**src/hw/rtl/cfsd_pkg.sv**
```systemverilog
// ----------------------------------------------------------------------------
// cfsd_pkg
// Shared types and constants for the compact field stream decoder.
// ----------------------------------------------------------------------------
package cfsd_pkg;

    localparam int unsigned QUEUE_DEPTH = 4;

    localparam int unsigned HDR_LAST_BIT   = 7;
    localparam int unsigned HDR_STRING_BIT = 6;
    localparam int unsigned HDR_SIGNED_BIT = 5;
    localparam int unsigned STR_LEN_W      = 6;
    localparam int unsigned INT_LEN_W      = 5;
    localparam int unsigned INT_LEN_MAX    = 4;

    typedef enum logic [2:0] {
        KIND_COUNT    = 3'd0,
        KIND_CHAR     = 3'd1,
        KIND_EMPTY    = 3'd2,
        KIND_SIGNED   = 3'd3,
        KIND_UNSIGNED = 3'd4,
        KIND_ERROR    = 3'd5
    } kind_t;

    // Back-end operation carried by each queued token.
    typedef enum logic [1:0] {
        OP_EMIT = 2'd0,
        OP_ACC  = 2'd1,
        OP_LAST = 2'd2
    } tok_op_t;

    typedef struct packed {
        tok_op_t    op;
        kind_t      kind;
        logic [7:0] data;
        logic       field_end;
        logic       struct_end;
        logic       stream_end;
        logic       is_signed;
        logic [2:0] int_len;
    } token_t;

endpackage

```
**src/hw/rtl/cfsd_front.sv**
```systemverilog
// ----------------------------------------------------------------------------
// cfsd_front
// Byte parser: tracks stream phase, counts, lengths; emits one token per
// byte that produces a result or feeds the integer accumulator.
// ----------------------------------------------------------------------------
module cfsd_front (
    input  logic              clk,
    input  logic              rst_n,
    input  logic              data_valid,
    output logic              data_ready,
    input  logic [7:0]        data_byte,
    input  logic              queue_full,
    output logic              push,
    output cfsd_pkg::token_t  push_tok
);
    import cfsd_pkg::*;

    typedef enum logic [3:0] {
        PH_COUNT  = 4'b0001,
        PH_HEADER = 4'b0010,
        PH_STRING = 4'b0100,
        PH_INT    = 4'b1000
    } phase_t;

    phase_t               phase_reg, phase_next;
    logic [7:0]           structs_left_reg, structs_left_next;
    logic [STR_LEN_W-1:0] bytes_left_reg, bytes_left_next;
    logic                 closes_reg, closes_next;
    logic                 signed_reg, signed_next;
    logic [2:0]           int_len_reg, int_len_next;

    logic                 accept;
    logic                 done;
    logic [INT_LEN_W-1:0] hdr_int_len;
    logic [STR_LEN_W-1:0] hdr_str_len;
    kind_t                int_kind;

    assign data_ready  = !queue_full;
    assign accept      = data_valid && data_ready;
    assign hdr_int_len = data_byte[INT_LEN_W-1:0];
    assign hdr_str_len = data_byte[STR_LEN_W-1:0];

    always_comb
    begin
        phase_t     ph_after;
        logic       cl;
        logic [7:0] sl_after;
        phase_next        = phase_reg;
        structs_left_next = structs_left_reg;
        bytes_left_next   = bytes_left_reg;
        closes_next       = closes_reg;
        signed_next       = signed_reg;
        int_len_next      = int_len_reg;
        push              = 1'b0;
        push_tok          = '{op: OP_EMIT, kind: KIND_COUNT, data: data_byte,
                              field_end: 1'b0, struct_end: 1'b0, stream_end: 1'b0,
                              is_signed: signed_reg, int_len: int_len_reg};
        int_kind          = signed_reg ? KIND_SIGNED : KIND_UNSIGNED;
        done              = 1'b0;

        // field close: uses closes flag of the current field
        cl       = (phase_reg == PH_HEADER) ? data_byte[HDR_LAST_BIT] : closes_reg;
        sl_after = cl ? structs_left_reg - 8'd1 : structs_left_reg;
        done     = cl && (structs_left_reg == 8'd1);
        ph_after = done ? PH_COUNT : PH_HEADER;

        if (accept)
        begin
            case (phase_reg)
                PH_COUNT:
                begin
                    structs_left_next = data_byte;
                    phase_next        = (data_byte == 8'd0) ? PH_COUNT : PH_HEADER;
                    push              = 1'b1;
                    push_tok.stream_end = (data_byte == 8'd0);
                end
                PH_HEADER:
                begin
                    closes_next = cl;
                    if (data_byte[HDR_STRING_BIT])
                    begin
                        bytes_left_next = hdr_str_len;
                        if (hdr_str_len == '0)
                        begin
                            structs_left_next   = sl_after;
                            phase_next          = ph_after;
                            push                = 1'b1;
                            push_tok.kind       = KIND_EMPTY;
                            push_tok.data       = 8'd0;
                            push_tok.field_end  = 1'b1;
                            push_tok.struct_end = cl;
                            push_tok.stream_end = done;
                        end
                        else
                        begin
                            phase_next = PH_STRING;
                        end
                    end
                    else
                    begin
                        signed_next = data_byte[HDR_SIGNED_BIT];
                        int_kind    = data_byte[HDR_SIGNED_BIT] ? KIND_SIGNED
                                                                 : KIND_UNSIGNED;
                        if (hdr_int_len > INT_LEN_W'(INT_LEN_MAX))
                        begin
                            structs_left_next  = 8'd0;
                            bytes_left_next    = '0;
                            phase_next         = PH_COUNT;
                            push               = 1'b1;
                            push_tok.kind      = KIND_ERROR;
                            push_tok.field_end = 1'b1;
                        end
                        else
                        begin
                            int_len_next    = hdr_int_len[2:0];
                            bytes_left_next = STR_LEN_W'(hdr_int_len);
                            if (hdr_int_len == '0)
                            begin
                                structs_left_next   = sl_after;
                                phase_next          = ph_after;
                                push                = 1'b1;
                                push_tok.kind       = int_kind;
                                push_tok.data       = 8'd0;
                                push_tok.field_end  = 1'b1;
                                push_tok.struct_end = cl;
                                push_tok.stream_end = done;
                            end
                            else
                            begin
                                phase_next = PH_INT;
                            end
                        end
                    end
                end
                PH_STRING:
                begin
                    bytes_left_next = bytes_left_reg - STR_LEN_W'(1);
                    push            = 1'b1;
                    push_tok.kind   = KIND_CHAR;
                    if (bytes_left_reg == STR_LEN_W'(1))
                    begin
                        structs_left_next   = sl_after;
                        phase_next          = ph_after;
                        push_tok.field_end  = 1'b1;
                        push_tok.struct_end = cl;
                        push_tok.stream_end = done;
                    end
                end
                PH_INT:
                begin
                    bytes_left_next = bytes_left_reg - STR_LEN_W'(1);
                    push            = 1'b1;
                    push_tok.kind   = int_kind;
                    if (bytes_left_reg == STR_LEN_W'(1))
                    begin
                        structs_left_next   = sl_after;
                        phase_next          = ph_after;
                        push_tok.op         = OP_LAST;
                        push_tok.field_end  = 1'b1;
                        push_tok.struct_end = cl;
                        push_tok.stream_end = done;
                    end
                    else
                    begin
                        push_tok.op = OP_ACC;
                    end
                end
                default:
                begin
                    phase_next = PH_COUNT;
                end
            endcase
        end
    end

    always_ff @(posedge clk or negedge rst_n)
    begin
        if (!rst_n)
        begin
            phase_reg        <= PH_COUNT;
            structs_left_reg <= '0;
            bytes_left_reg   <= '0;
            closes_reg       <= 1'b0;
            signed_reg       <= 1'b0;
            int_len_reg      <= '0;
        end
        else
        begin
            phase_reg        <= phase_next;
            structs_left_reg <= structs_left_next;
            bytes_left_reg   <= bytes_left_next;
            closes_reg       <= closes_next;
            signed_reg       <= signed_next;
            int_len_reg      <= int_len_next;
        end
    end

`ifndef SYNTHESIS
    a_int_len_range: assert property (@(posedge clk) disable iff (!rst_n)
        phase_reg == PH_INT |-> bytes_left_reg != '0
                                && bytes_left_reg <= STR_LEN_W'(INT_LEN_MAX))
        else $error("integer payload count out of range");

    a_count_pushes: assert property (@(posedge clk) disable iff (!rst_n)
        accept && phase_reg == PH_COUNT |-> push && push_tok.kind == KIND_COUNT)
        else $error("count byte did not produce a count token");
`endif

endmodule

```
**src/hw/rtl/cfsd_queue.sv**
```systemverilog
// ----------------------------------------------------------------------------
// cfsd_queue
// Small token FIFO between parser and result stage.
// ----------------------------------------------------------------------------
module cfsd_queue #(
    parameter int unsigned DEPTH = cfsd_pkg::QUEUE_DEPTH
) (
    input  logic              clk,
    input  logic              rst_n,
    input  logic              push,
    input  cfsd_pkg::token_t  push_tok,
    output logic              full,
    input  logic              pop,
    output cfsd_pkg::token_t  pop_tok,
    output logic              not_empty
);
    import cfsd_pkg::*;

    localparam int unsigned PTR_W = (DEPTH > 1) ? $clog2(DEPTH) : 1;
    localparam int unsigned CNT_W = $clog2(DEPTH + 1);

    token_t           slots [DEPTH];
    logic [PTR_W-1:0] wr_ptr_reg, wr_ptr_next;
    logic [PTR_W-1:0] rd_ptr_reg, rd_ptr_next;
    logic [CNT_W-1:0] count_reg, count_next;

    assign full      = (count_reg == CNT_W'(DEPTH));
    assign not_empty = (count_reg != '0);
    assign pop_tok   = slots[rd_ptr_reg];

    always_comb
    begin
        wr_ptr_next = wr_ptr_reg;
        rd_ptr_next = rd_ptr_reg;
        count_next  = count_reg;
        if (push)
        begin
            wr_ptr_next = (wr_ptr_reg == PTR_W'(DEPTH - 1)) ? '0
                                                             : wr_ptr_reg + PTR_W'(1);
        end
        if (pop)
        begin
            rd_ptr_next = (rd_ptr_reg == PTR_W'(DEPTH - 1)) ? '0
                                                             : rd_ptr_reg + PTR_W'(1);
        end
        if (push && !pop)
        begin
            count_next = count_reg + CNT_W'(1);
        end
        else if (pop && !push)
        begin
            count_next = count_reg - CNT_W'(1);
        end
    end

    always_ff @(posedge clk or negedge rst_n)
    begin
        if (!rst_n)
        begin
            wr_ptr_reg <= '0;
            rd_ptr_reg <= '0;
            count_reg  <= '0;
        end
        else
        begin
            wr_ptr_reg <= wr_ptr_next;
            rd_ptr_reg <= rd_ptr_next;
            count_reg  <= count_next;
        end
    end

    always_ff @(posedge clk)
    begin
        if (push)
        begin
            slots[wr_ptr_reg] <= push_tok;
        end
    end

`ifndef SYNTHESIS
    a_no_overflow: assert property (@(posedge clk) disable iff (!rst_n)
        push |-> !full)
        else $error("queue push while full");

    a_no_underflow: assert property (@(posedge clk) disable iff (!rst_n)
        pop |-> not_empty)
        else $error("queue pop while empty");
`endif

endmodule

```
**src/hw/rtl/cfsd_back.sv**
```systemverilog
// ----------------------------------------------------------------------------
// cfsd_back
// Result stage: accumulates integer payload, sign-extends, and holds the
// output register.
// ----------------------------------------------------------------------------
module cfsd_back (
    input  logic              clk,
    input  logic              rst_n,
    input  logic              tok_valid,
    input  cfsd_pkg::token_t  tok,
    output logic              pop,
    output logic              result_valid,
    input  logic              result_ready,
    output logic [2:0]        record_kind,
    output logic [31:0]       value,
    output logic              field_end,
    output logic              struct_end,
    output logic              stream_end
);
    import cfsd_pkg::*;

    logic [23:0] acc_reg, acc_next;
    logic        out_valid_reg, out_valid_next;
    logic [2:0]  kind_reg;
    logic [31:0] value_reg;
    logic        field_end_reg, struct_end_reg, stream_end_reg;

    logic        out_free;
    logic        load;
    logic [31:0] full_word;
    logic [31:0] int_value;
    logic [31:0] load_value;

    assign out_free  = !out_valid_reg || result_ready;
    assign pop       = tok_valid && (tok.op == OP_ACC || out_free);
    assign load      = pop && tok.op != OP_ACC;
    assign full_word = {acc_reg, tok.data};

    always_comb
    begin
        int_value = full_word;
        if (tok.is_signed)
        begin
            case (tok.int_len)
                3'd1:    int_value = {{24{full_word[7]}}, full_word[7:0]};
                3'd2:    int_value = {{16{full_word[15]}}, full_word[15:0]};
                3'd3:    int_value = {{8{full_word[23]}}, full_word[23:0]};
                default: int_value = full_word;
            endcase
        end
        load_value = (tok.op == OP_LAST) ? int_value : {24'd0, tok.data};
    end

    always_comb
    begin
        acc_next       = acc_reg;
        out_valid_next = out_valid_reg;
        if (pop && tok.op == OP_ACC)
        begin
            acc_next = full_word[23:0];
        end
        else if (pop && tok.op == OP_LAST)
        begin
            acc_next = '0;
        end
        if (load)
        begin
            out_valid_next = 1'b1;
        end
        else if (result_ready)
        begin
            out_valid_next = 1'b0;
        end
    end

    always_ff @(posedge clk or negedge rst_n)
    begin
        if (!rst_n)
        begin
            acc_reg       <= '0;
            out_valid_reg <= 1'b0;
        end
        else
        begin
            acc_reg       <= acc_next;
            out_valid_reg <= out_valid_next;
        end
    end

    always_ff @(posedge clk)
    begin
        if (load)
        begin
            kind_reg       <= tok.kind;
            value_reg      <= load_value;
            field_end_reg  <= tok.field_end;
            struct_end_reg <= tok.struct_end;
            stream_end_reg <= tok.stream_end;
        end
    end

    assign result_valid = out_valid_reg;
    assign record_kind  = kind_reg;
    assign value        = value_reg;
    assign field_end    = field_end_reg;
    assign struct_end   = struct_end_reg;
    assign stream_end   = stream_end_reg;

`ifndef SYNTHESIS
    a_acc_cleared: assert property (@(posedge clk) disable iff (!rst_n)
        pop && tok.op == OP_LAST |=> acc_reg == '0)
        else $error("accumulator not cleared after integer");
`endif

endmodule

```
**src/hw/rtl/compact_field_stream_decoder_unit.sv**
```systemverilog
// ----------------------------------------------------------------------------
// compact_field_stream_decoder_unit
// Compacted record stream decoder, one byte per transfer.
// ----------------------------------------------------------------------------
// Takes one byte per cycle at full rate while the token queue has room. A
// parser tracks count, header and payload phases and posts a token for each
// byte that yields a result or feeds an integer; a result stage accumulates
// big-endian integers, sign-extends them and holds the output register. A
// QUEUE_DEPTH-entry token queue decouples the two, so a byte is taken whenever
// the queue has room. A result token is first written into a queue slot and
// then loaded into the output register before the result is presented.
module compact_field_stream_decoder_unit #(
    parameter int unsigned QUEUE_DEPTH = cfsd_pkg::QUEUE_DEPTH
) (
    input  logic        clk,
    input  logic        rst_n,
    input  logic        data_valid,
    output logic        data_ready,
    input  logic [7:0]  data_byte,
    output logic        result_valid,
    input  logic        result_ready,
    output logic [2:0]  record_kind,
    output logic [31:0] value,
    output logic        field_end,
    output logic        struct_end,
    output logic        stream_end
);
    import cfsd_pkg::*;

    logic   push;
    token_t push_tok;
    logic   queue_full;
    logic   pop;
    token_t pop_tok;
    logic   tok_valid;

    cfsd_front u_front (
        .clk        (clk),
        .rst_n      (rst_n),
        .data_valid (data_valid),
        .data_ready (data_ready),
        .data_byte  (data_byte),
        .queue_full (queue_full),
        .push       (push),
        .push_tok   (push_tok)
    );

    cfsd_queue #(
        .DEPTH (QUEUE_DEPTH)
    ) u_queue (
        .clk       (clk),
        .rst_n     (rst_n),
        .push      (push),
        .push_tok  (push_tok),
        .full      (queue_full),
        .pop       (pop),
        .pop_tok   (pop_tok),
        .not_empty (tok_valid)
    );

    cfsd_back u_back (
        .clk          (clk),
        .rst_n        (rst_n),
        .tok_valid    (tok_valid),
        .tok          (pop_tok),
        .pop          (pop),
        .result_valid (result_valid),
        .result_ready (result_ready),
        .record_kind  (record_kind),
        .value        (value),
        .field_end    (field_end),
        .struct_end   (struct_end),
        .stream_end   (stream_end)
    );

endmodule

```
**config.mk**
```make
export PLATFORM = sky130hd
export DESIGN_NAME = compact_field_stream_decoder_unit
export DESIGN_NICKNAME = d
export VERILOG_FILES = /design/src/hw/rtl/cfsd_pkg.sv /design/src/hw/rtl/cfsd_front.sv /design/src/hw/rtl/cfsd_queue.sv /design/src/hw/rtl/cfsd_back.sv /design/src/hw/rtl/compact_field_stream_decoder_unit.sv
export SDC_FILE = /design/constraint.sdc
export NUM_CORES = 1
export LEC_CHECK = 0
export ABC_AREA = 1
export BUFFER_PORTS_ARGS = -buffer_cell sky130_fd_sc_hd__buf_2
export CELL_PAD_IN_SITES_DETAIL_PLACEMENT = 0
export CELL_PAD_IN_SITES_GLOBAL_PLACEMENT = 1
export CORE_MARGIN = 5
export CORE_UTILIZATION = 53
export CTS_BUF_LIST = sky130_fd_sc_hd__clkbuf_4
export CTS_CLUSTER_DIAMETER = 50
export CTS_CLUSTER_SIZE = 25
export DETAILED_ROUTE_END_ITERATION = 10
export MAX_ROUTING_LAYER = met4
export PLACE_DENSITY = 0.84
export SLEW_MARGIN = 15
export SYNTH_ARGS = -nofsm -noshare
export SYNTH_HDL_FRONTEND = slang
export SYNTH_SLANG_ARGS = --single-unit
```
**constraint.sdc**
```tcl
create_clock -name clk -period 5.9 [get_ports clk]
set_clock_uncertainty 0.1 [all_clocks]
set_input_delay 1.18 -clock clk [delete_from_list [all_inputs] [get_ports clk]]
set_output_delay 1.18 -clock clk [all_outputs]
set_load 0.01 [all_outputs]
```
==> flow_summary.json, run 1 <==
{
  "hold_depth": 1,
  "worstHoldStart": "u_queue.count_reg[2]",
  "critPathLaunchType": "register",
  "synthArstFlopShare_pct": 31.79,
  "core_area_um2": 14530,
  "grt_pass1_vias": 5655,
  "die_h_um": 131.9,
  "worstMarginPinSlew_ps": 857.3,
  "arrival_ps": 3660,
  "grt.overflow.total": 0,
  "fp-row-count": 44,
  "yosysUniqueCellTypes": 38,
  "synth_seq_area_share_pct": 62.45,
  "avgSynthCellArea_um2": 9.937,
  "setup_viol": 0,
  "cp_max_fo": 26,
  "ff2ff_setup_slack_ps": 2570,
  "ctsHtreeMaxLevel": 4,
  "ys.flop_type": "edfxtp_1",
  "post-dp-hpwl_mm": 12.10,
  "cp.required_ps": 6240,
  "fin_crit_sh_pct": 56.39,
  "grt_pass1_wl_mm": 28.49,
  "rsz0062_at_grt": "false",
  "power_density_nw_per_um2": 538.6,
  "cts_resized": 0,
  "cpPeakStageDelay_ps": 730,
  "vias": 5605,
  "synth_area_leaders": "edfxtp_1 (45%), dfrtp_1 (17%), nand2_1 (10%)",
  "cts_sinks": 173,
  "drt_pass1_iterations": 7,
  "nNetsFinal": 865,
  "gp_congestion": 0.8435,
  "drc_errors": 0,
  "clk_latency_ps": 550,
  "synth-edff-count": 118,
  "max_freq_mhz": 300.6,
  "cts_hold_buf": 0,
  "io-pin-count": 52,
  "root_buffer": "clkbuf_4",
  "grtUsageTotal_pct": 21.03,
  "synth_nets": 816,
  "period_needed_ps": 3327,
  "antenna_found_initial": 0,
  "grt_max_degree": 56,
  "wire_per_inst_um": 16.63,
  "syn_area_um2": 7880,
  "max-cap-violations": 0,
  "start_util_pct": 54.22,
  "die_w_um": 131.9,
  "crit_type": "reg2reg",
  "routed_wl_mm": 17.28,
  "post_cts_buffers": 0,
  "ant_nets": 0,
  "cp-end-kind": "register",
  "drt-initial-drc-count": 403,
  "status": "completed",
  "power_mw": 4.591,
  "r2r-end": "u_queue.count_reg[1]",
  "numCtsBuffers": 17,
  "tns_ps": 0,
  "antenna_cells": 0,
  "synth_top_area_share_pct": 44.97,
  "synthToLayoutAreaGrowth_pct": 8.161,
  "yosys.area.top_type": "edfxtp_1",
  "hold_path_class": "reg2reg",
  "ir_drop_v": 0.0003308,
  "critical_path.slowest_cell": "dfrtp_1",
  "drv_slew": 0,
  "cp_common_cell": "inv_1",
  "syn_inst": 793,
  "clk_pin_slew_ps": 140,
  "io_buffer_count": 51,
  "min_to": "u_queue.count_reg[2]",
  "viasPerCell": 5.395,
  "worstRegToRegCells": 10,
  "die_area_um2": 17410,
  "slew-limit-headroom_pct": 42.85,
  "reg2reg_from": "u_queue.rd_ptr_reg[1]",
  "layout-drive-gt1-share_pct": 14.74,
  "synth-seq-cells": 173,
  "clk_path_buf_depth": 2,
  "hold_viol_final": 0,
  "path_cells": "inv_2, o21ai_2, o22ai_4, nand3_4, nand2_1, inv_1, ha_1, inv_1, fa_1, mux2_2",
  "ys_warn_count": 0,
  "power_leakage_nw": 3.696,
  "cts_tree": "done",
  "largest_reg_flops": 80
}
[per-stage QoR]
step	std cells	util [%]	hold WS [ps]	instance area, um^2	worst slack [ps]
final	1039	58.64	415.3	8523	2573
after global placement	1007	56.76	380.7	8249	2296
after CTS	1039	58.64	415.6	8523	2547
after detailed placement	1007	56.76	387.0	8249	2194
after floorplan	793	-	362.3	7880	2461
after global routing	1039	58.64	429.2	8523	2327
[critical path: cells and delay by family, from the launching register on]
| kind | cells | cell delay (ps) |
|---|---|---|
| flops | 1 | 730 |
| simple gates | 2 | 550 |
| fa+ha+maj | 2 | 590 |
| buf+inv | 3 | 620 |
| mux | 1 | 270 |
| compound gates | 2 | 330 |
[cell usage after synthesis (5+ instances only)]
cell      count
edfxtp_1    118
o21ai_1       5
nand3_1      54
o22ai_1      13
nor2_1       90
ha_1         10
inv_1        57
nand2_1     218
nor3_1        7
clkbuf_1      9
xor2_1        6
inv_2         9
dfrtp_1      54
o21ai_0      44
a21boi_0      8
nand2_2       7
a21oi_1      31
buf_2        12
[layer usage]
layer | routed length (um) | up-vias | GRT usage (%) | share of wire, %
met5 | 0 | - | - | 0
met2 | 8980 | 139 | 36.36 | 52
met1 | 7161 | 2696 | 24.83 | 41
met4 | 325 | 0 | 6.171 | 1.9
met3 | 813 | 21 | 4.389 | 4.7
li1 | - | 2749 | - | -
[cell usage in the layout, fill, tap and decap left out, types with 2 or more instances in the layout]
cell / n
nand3_4: 2
clkbuf_4: 17
edfxtp_1: 118
a21boi_0: 8
nor2_2: 3
nand3_1: 54
xnor2_1: 3
dfrtp_1: 54
nand3_2: 3
o21ai_0: 44
nand2_1: 218
a21oi_1: 31
inv_1: 57
nor2_1: 90
nor2_4: 4
nand4_1: 2
o21ai_1: 5
clkinvlp_4: 3
ha_1: 10
o21ai_2: 4
nand2_2: 7
bufinv_16: 2
clkinv_2: 5
inv_2: 9
buf_4: 7
xor2_1: 6
nor3_1: 7
o22ai_1: 13
buf_2: 51
a31oi_1: 4
inv_6: 3
clkinv_4: 2
[cell type report]
| type | count | area [um^2] |
|---|---|---|
| multi-input cells | 525 | 2534 |
| clock buffers | 17 | 127.6 |
| well taps | 184 | 230.2 |
| inverters | 67 | 256.5 |
| flip-flops and latches | 173 | 4921 |
| clock inverters | 15 | 146.4 |
| repair buffers | 58 | 307.8 |
| fillers | 1288 | 6011 |
[worst max-delay path by stage]
stage                                 to  slack (ps)             startpoint
CTS                 u_queue.count_reg[1]        2550  u_queue.rd_ptr_reg[1]
floorplan            u_queue.slots[0][0]        2460           data_byte[3]
finish              u_queue.count_reg[1]        2570  u_queue.rd_ptr_reg[1]
global route        u_queue.count_reg[1]        2330  u_queue.rd_ptr_reg[1]
detailed placement  u_queue.count_reg[1]        2190           data_byte[3]
global placement    u_queue.count_reg[1]        2300           data_byte[3]
[logic make-up after synthesis]
logic type | after synthesis | share of synthesized area [%]
compound gates | 113 | 8.193
buf+inv | 95 | 5.398
simple gates | 391 | 20.97
flops | 173 | 62.45
xor+xnor | 9 | 1.000
mux | 1 | 0.1429
fa+ha+maj | 11 | 1.842
[power by group]
part | switching [mW] | internal (mW) | total, mW | leakage [nW]
Sequential | 0.220 | 1.79 | 2.01 | 1.81
Clock | 0.410 | 0.250 | 0.660 | 0.145
Combinational | 1.34 | 0.582 | 1.92 | 1.74
Power figures use the tool's default switching activity.
==> run 2: changes to the inputs <==
- ABC_AREA: 1 -> 0
- CORE_UTILIZATION: 53 -> 52
- PLACE_DENSITY: 0.84 -> 0.78
- clock period: 5.9 -> 3.5 ns (I/O delays scaled with it)
==> run 2 against run 1 <==
  * Maximum frequency grew 15%
  * Clock power grew 89%
  * Largest power group unchanged
  * Sequential power grew 68%
  * Count of clock-buffer cells in the layout is the same
  * Utilization shrank 0.76 points
  * Die area shrank 1.8%
  * Global-route usage shrank 1.0 points
  * Synthesized area shrank 3.7%
  * Critical path depth shrank 4
  * First-iteration DRC count grew 8.2%
  * Sequential cell count is the same
  * Register-to-register slack lost 2000 ps
==> flow_summary.json, run 2 <==
{
  "crit_type": "reg2reg",
  "die_w_um": 130.8,
  "drv_slew": 0,
  "synth_top_area_share_pct": 46.72,
  "grt_pass1_vias": 4733,
  "ant_nets": 0,
  "period_needed_ps": 2905,
  "clk_latency_ps": 570,
  "seq_power_share_pct": 46.3,
  "nNetsFinal": 608,
  "netSwitchingFraction_pct": 36.30,
  "arrival_ps": 3230,
  "grtUsageTotal_pct": 20.01,
  "setup.worst_path.start": "u_queue.rd_ptr_reg[0]",
  "avgSynthCellArea_um2": 14.26,
  "critical_path.slowest_cell": "mux4_2",
  "rsz0062_at_grt": "false",
  "start_util_pct": 52.59,
  "hold_path_class": "in2async",
  "die_area_um2": 17100,
  "synth-seq-cells": 173,
  "numCtsBuffers": 17,
  "cts_tree": "done",
  "cts_hold_buf": 0,
  "antenna_found_initial": 1,
  "ir_drop_v": 0.0004106,
  "cp.required_ps": 3820,
  "ff2ff_setup_slack_ps": 600,
  "ys.flop_type": "edfxtp_1",
  "power_density_nw_per_um2": 874.3,
  "final_common_cell": "edfxtp_1",
  "synth_top_family_by_area": "compound AO/OA/AOI/OAI gates",
  "post_cts_buffers": 0,
  "gp_congestion": 0.9170,
  "io_buffer_count": 51,
  "synth_mux_area_share_pct": 7.473,
  "root_buffer": "clkbuf_4",
  "grt_pass1_wl_mm": 25.07,
  "cts_resized": 0,
  "synth_nets": 555,
  "viasPerCell": 6.013,
  "clk_pin_slew_ps": 140,
  "syn_area_um2": 7585,
  "max_freq_mhz": 344.3,
  "synthXorXnorAreaFrac_pct": 0.5774,
  "routed_wl_mm": 15.31,
  "hold_ws_ps": 14.93,
  "hold_viol_final": 0,
  "critPathLaunchType": "register",
  "yosys.area.top_type": "edfxtp_1",
  "worstMarginPinSlew_ps": 1011,
  "wire_per_inst_um": 19.56,
  "power_mw": 7.300,
  "pwr-share-comb_pct": 36.6,
  "synthToLayoutAreaGrowth_pct": 10.08,
  "synth-compound-area-share_pct": 13.38,
  "synthSimpleGateAreaFrac_pct": 8.347,
  "cp-end-kind": "register",
  "yosysUniqueCellTypes": 72,
  "ys_warn_count": 0,
  "slew-limit-headroom_pct": 32.59,
  "path_cells": "buf_4, mux4_2, nand2b_1, o21ai_1, nand2_1, a21oi_1",
  "largest_reg_flops": 80,
  "internal-power_mw": 4.650,
  "ctsHtreeMaxLevel": 4,
  "drt_pass1_iterations": 5,
  "mostFrequentLayoutCells": "edfxtp_1 (118), dfrtp_1 (54), buf_2 (50), a21oi_1 (44), nor2_1 (27)",
  "synth_area_leaders": "edfxtp_1 (47%), dfrtp_1 (18%), mux4_2 (5.9%)",
  "setup_viol": 0,
  "grt.overflow.total": 0,
  "grt_max_degree": 46,
  "core_area_um2": 14420,
  "layout-drive-gt1-share_pct": 23.58,
  "drt-initial-drc-count": 436,
  "p_switching_mw": 2.650,
  "power_leakage_nw": 3.128,
  "cp_max_fo": 18,
  "synthArstFlopShare_pct": 31.79,
  "vias": 4708,
  "synth_seq_area_share_pct": 64.88,
  "reg2reg_from": "u_queue.rd_ptr_reg[0]",
  "clk_path_buf_depth": 2,
  "clkPwrFrac_pct": 17.1,
  "status": "completed",
  "syn_inst": 532,
  "cts_sinks": 173,
  "synth-edff-count": 118,
  "max-cap-violations": 0,
  "fp-row-count": 44,
  "synthTopCellsByCount": "edfxtp_1 (118), dfrtp_1 (54), a21oi_1 (44), nor2_1 (27), a22o_1 (24)",
  "synth_fa_ha_area_share_pct": 1.914,
  "tns_ps": 0,
  "post-dp-hpwl_mm": 10.28,
  "die_h_um": 130.8,
  "worstRegToRegCells": 6,
  "io-pin-count": 52,
  "cpPeakStageDelay_ps": 610,
  "r2r-end": "u_back.value[22]",
  "drc_errors": 0,
  "fin_crit_sh_pct": 82.99,
  "yosysMostFrequentCell": "edfxtp_1"
}
[run 2: cell count changes in the layout (fill, tap and decap cells not counted), sizes merged, moves of 13 or more]
cell,change
nor2,-69
inv,-48
a22o,+24
o21ai,-28
mux4,+20
nand3,-56
a21oi,+13
nand2,-203
[run 2: cells by family (layout without fill, tap and decap cells)]
logic type	after synthesis	in the layout
adders and majority gates	11	11
DFF	173	173
AOI/OAI and AO/OA	144	144
muxes	29	29
buffers and inverters	55	121
and+or+nand+nor	115	115
other	0	1
xor gates and xnor gates	5	5
[run 2: through the flow]
stage	instances	cell area [um^2]	util, %	worst slack (ps)
global placement	750	8021	55.61	456.0
floorplan	532	7585	-	359.8
finish	783	8349	57.89	595.2
detailed placement	750	8021	55.61	384.6
global route	783	8349	57.89	242.9
CTS	782	8344	57.85	541.8
[run 2: per-layer routing]
metal	global-route usage [%]	part of all wire [%]
met3	4.268	5.4
met2	32.27	50
met5	-	0
met4	7.260	2.2
met1	25.26	43
[run 2: power by group through the flow]
stage	registers, mW	logic, mW	clock network, mW
CTS	3.38	2.71	1.28
global placement	3.39	2.64	0
global route	3.46	2.97	1.38
detailed placement	3.43	2.70	0
floorplan	3.44	1.88	0
finish	3.38	2.67	1.25
[run 2: layout make-up]
class	instances	area, um^2
inverter	20	75.07
clock inverter	15	195.2
tap	184	230.2
fill	1121	6075
sequential	173	4921
timing repair buffer	69	392.9
antenna	1	2.502
clock buffer	17	127.6
multi-input combinational	304	2405
[run 2: worst max-delay path: cells and delay by family, from the launching register on]
| family | cells | cell delay [ps] |
|---|---|---|
| DFF | 1 | 570 |
| AOI/OAI and AO/OA | 2 | 450 |
| muxes | 1 | 610 |
| buffers and inverters | 1 | 400 |
| and+or+nand+nor | 2 | 620 |
[run 2: worst max path at each step]
stage / endpoint / depth (start not counted)
2_1_floorplan: u_queue.count_reg[2] / 11
3_3_place_gp: u_queue.count_reg[2] / 11
4_1_cts: u_back.value[22] / 6
5_1_grt: u_back.value[22] / 6
3_5_place_dp: u_queue.count_reg[2] / 11
6_report: u_back.value[22] / 6
==> run 3: changes to the inputs <==
- CORE_UTILIZATION: 52 -> 47
- PLACE_DENSITY: 0.78 -> 0.75
- clock period: 3.5 -> 2.5 ns (I/O delays scaled with it)
==> run 3 against run 2 <==
  * The flow now finishes with violations (negative setup slack)
  * Clock power rose by 36%
  * First-iteration DRC count fell by 5.3%
  * Critical path depth rose by 2
  * Count of clock-buffer cells in the layout rose by 3
  * Non-clock buffer count rose by 55
  * Sequential share of layout area fell by 4.0 points
  * Global-route usage fell by 1.4 points
  * Sequential power rose by 38%
  * Via count rose by 3.7%
  * Register-to-register slack got worse by 610 ps
  * Critical path type unchanged
  * Critical endpoint is now u_queue.count_reg[1]
  * Largest cell class unchanged
==> flow_summary.json, run 3 (same netlist as run 2, synthesis figures left out) <==
{
  "power_density_nw_per_um2": 1210,
  "post-dp-hpwl_mm": 11.16,
  "nFillCells": 1337,
  "grt.overflow.total": 0,
  "reg2reg_from": "u_queue.rd_ptr_reg[0]",
  "synthToLayoutAreaGrowth_pct": 18.08,
  "grt_max_degree": 56,
  "drt-initial-drc-count": 413,
  "mostFrequentLayoutCells": "edfxtp_1 (118), buf_4 (63), dfrtp_1 (54), buf_2 (51), a21oi_1 (42)",
  "arrival_ps": 2860,
  "drc_errors": 0,
  "clk_path_buf_depth": 2,
  "fp-row-count": 46,
  "viasPerCell": 5.617,
  "final_common_cell": "edfxtp_1",
  "cp_max_fo": 2,
  "antenna_cells": 0,
  "tns_ps": -13.60,
  "rsz0062_at_grt": "true",
  "cts_tree": "done",
  "cts_sinks": 173,
  "cp-end-kind": "register",
  "hold_path_class": "in2reg",
  "wire_per_inst_um": 18.39,
  "post_dp_cell_area_um2": 8589,
  "hold_viol_final": 0,
  "violations": "negative setup slack",
  "fin_crit_sh_pct": 100.5,
  "largest_reg_flops": 80,
  "fin_util_pct": 56.38,
  "crit_type": "reg2reg",
  "final.setup.worst_slack_ps": -13.60,
  "die_w_um": 137.0,
  "clk_pin_slew_ps": 160,
  "worstRegToRegCells": 8,
  "numCtsBuffers": 17,
  "grtUsageTotal_pct": 18.59,
  "grt_pass1_vias": 4899,
  "core_area_um2": 15890,
  "r2r-end": "u_queue.count_reg[1]",
  "worstHoldStart": "result_ready",
  "antenna_found_initial": 0,
  "design_area_um2": 8956,
  "setup_viol": 1,
  "ant_nets": 0,
  "max_freq_mhz": 397.8,
  "drt_pass1_iterations": 5,
  "status": "finished, violations left",
  "worstMarginPinSlew_ps": 634.8,
  "vias": 4881,
  "clk_latency_ps": 570,
  "ir_drop_v": 0.0004447,
  "period_needed_ps": 2514,
  "die_area_um2": 18780,
  "die_h_um": 137.0,
  "layout-drive-gt1-share_pct": 32.01,
  "nNetsFinal": 663,
  "start_util_pct": 47.75,
  "ff2ff_setup_slack_ps": -10,
  "io-pin-count": 52,
  "cp.required_ps": 2840,
  "io_buffer_count": 51,
  "power_leakage_nw": 3.426,
  "ctsHtreeMaxLevel": 4,
  "grt_pass1_wl_mm": 25.89,
  "pre_cts_slack_ps": -198.2,
  "max-cap-violations": 0,
  "root_buffer": "clkbuf_4",
  "slew-limit-headroom_pct": 57.52,
  "routed_wl_mm": 15.98,
  "hold_depth": 3,
  "power_mw": 10.84,
  "critPathLaunchType": "register",
  "drv_slew": 0,
  "gp_congestion": 0.9840,
  "min_to": "u_back.result_valid"
}
## run 3: changes by cell type in the layout (fill, tap and decap cells not counted), sizes merged
cell         previous run  this run
dlygate4sd3             0         1
clkinvlp                1         4
buf                    69       123
bufinv                  4         3
clkinv                  9         2
inv                    21        23
clkbuf                 17        20
diode                   1         0
## run 3: worst max-delay path, cell delays in order (launching register included)
cell and delay (ps):
dfrtp_1 420, mux4_2 530, nand2b_4 170, a31oi_4 220, inv_2 70, ha_4 160
inv_2 40, fa_2 410, mux2_2 270
## run 3: final cells by class
cell class              instances  area (um^2)  share of cell area [%]
repair buffers                124        909.6                   10.16
flip-flops and latches        173         4921                   54.95
clock inverters                12        162.7                   1.816
clock buffers                  20        150.1                   1.676
well taps                     216        270.3                   3.018
inverters                      20        75.07                  0.8382
multi-input cells             304         2467                   27.55
## run 3: routing by layer
layer  global-route usage (%)  part of all wire [%]  vias to the layer above
li1                         -                     -                     2277
met1                    23.22                    42                     2447
met2                    30.87                    52                      135
met3                    3.346                   4.3                       22
met4                    6.208                   1.7                        0
met5                        -                     0                        -
## run 3: timing repair
| item | in CTS | in global routing |
|---|---|---|
| resized for setup | 3 | 4 |
| endpoints found under the hold margin | 54 | 0 |
| endpoints found under the setup margin | 28 | 30 |
| hold buffers | 1 | 0 |
| pin swaps | 1 | 3 |
| buffers inserted | 0 | 2 |
## run 3: through the flow
step / std cells / hold WS, ps
2_1_floorplan: 532 / 104.4
3_3_place_gp: 834 / 369.3
3_5_place_dp: 834 / 370.3
4_1_cts: 867 / 118.7
5_1_grt: 869 / 111.3
6_report: 869 / 162.9
## run 3: worst max path at each step
stage	cells after the start	slack, ps	end	start
global placement	11	-170	u_queue.count_reg[2]	data_byte[4]
CTS	8	-20	u_queue.count_reg[1]	u_queue.rd_ptr_reg[0]
floorplan	11	-210	u_queue.count_reg[2]	data_byte[5]
global route	8	-120	u_queue.count_reg[1]	u_queue.rd_ptr_reg[0]
detailed placement	11	-200	u_queue.count_reg[2]	data_byte[4]
finish	8	-10	u_queue.count_reg[1]	u_queue.rd_ptr_reg[0]
## run 3: power breakdown
part	internal (mW)	switching [mW]	leakage [nW]
clock network	0.739	0.961	0.158
registers	4.20	0.463	1.82
logic	2.04	2.43	1.44
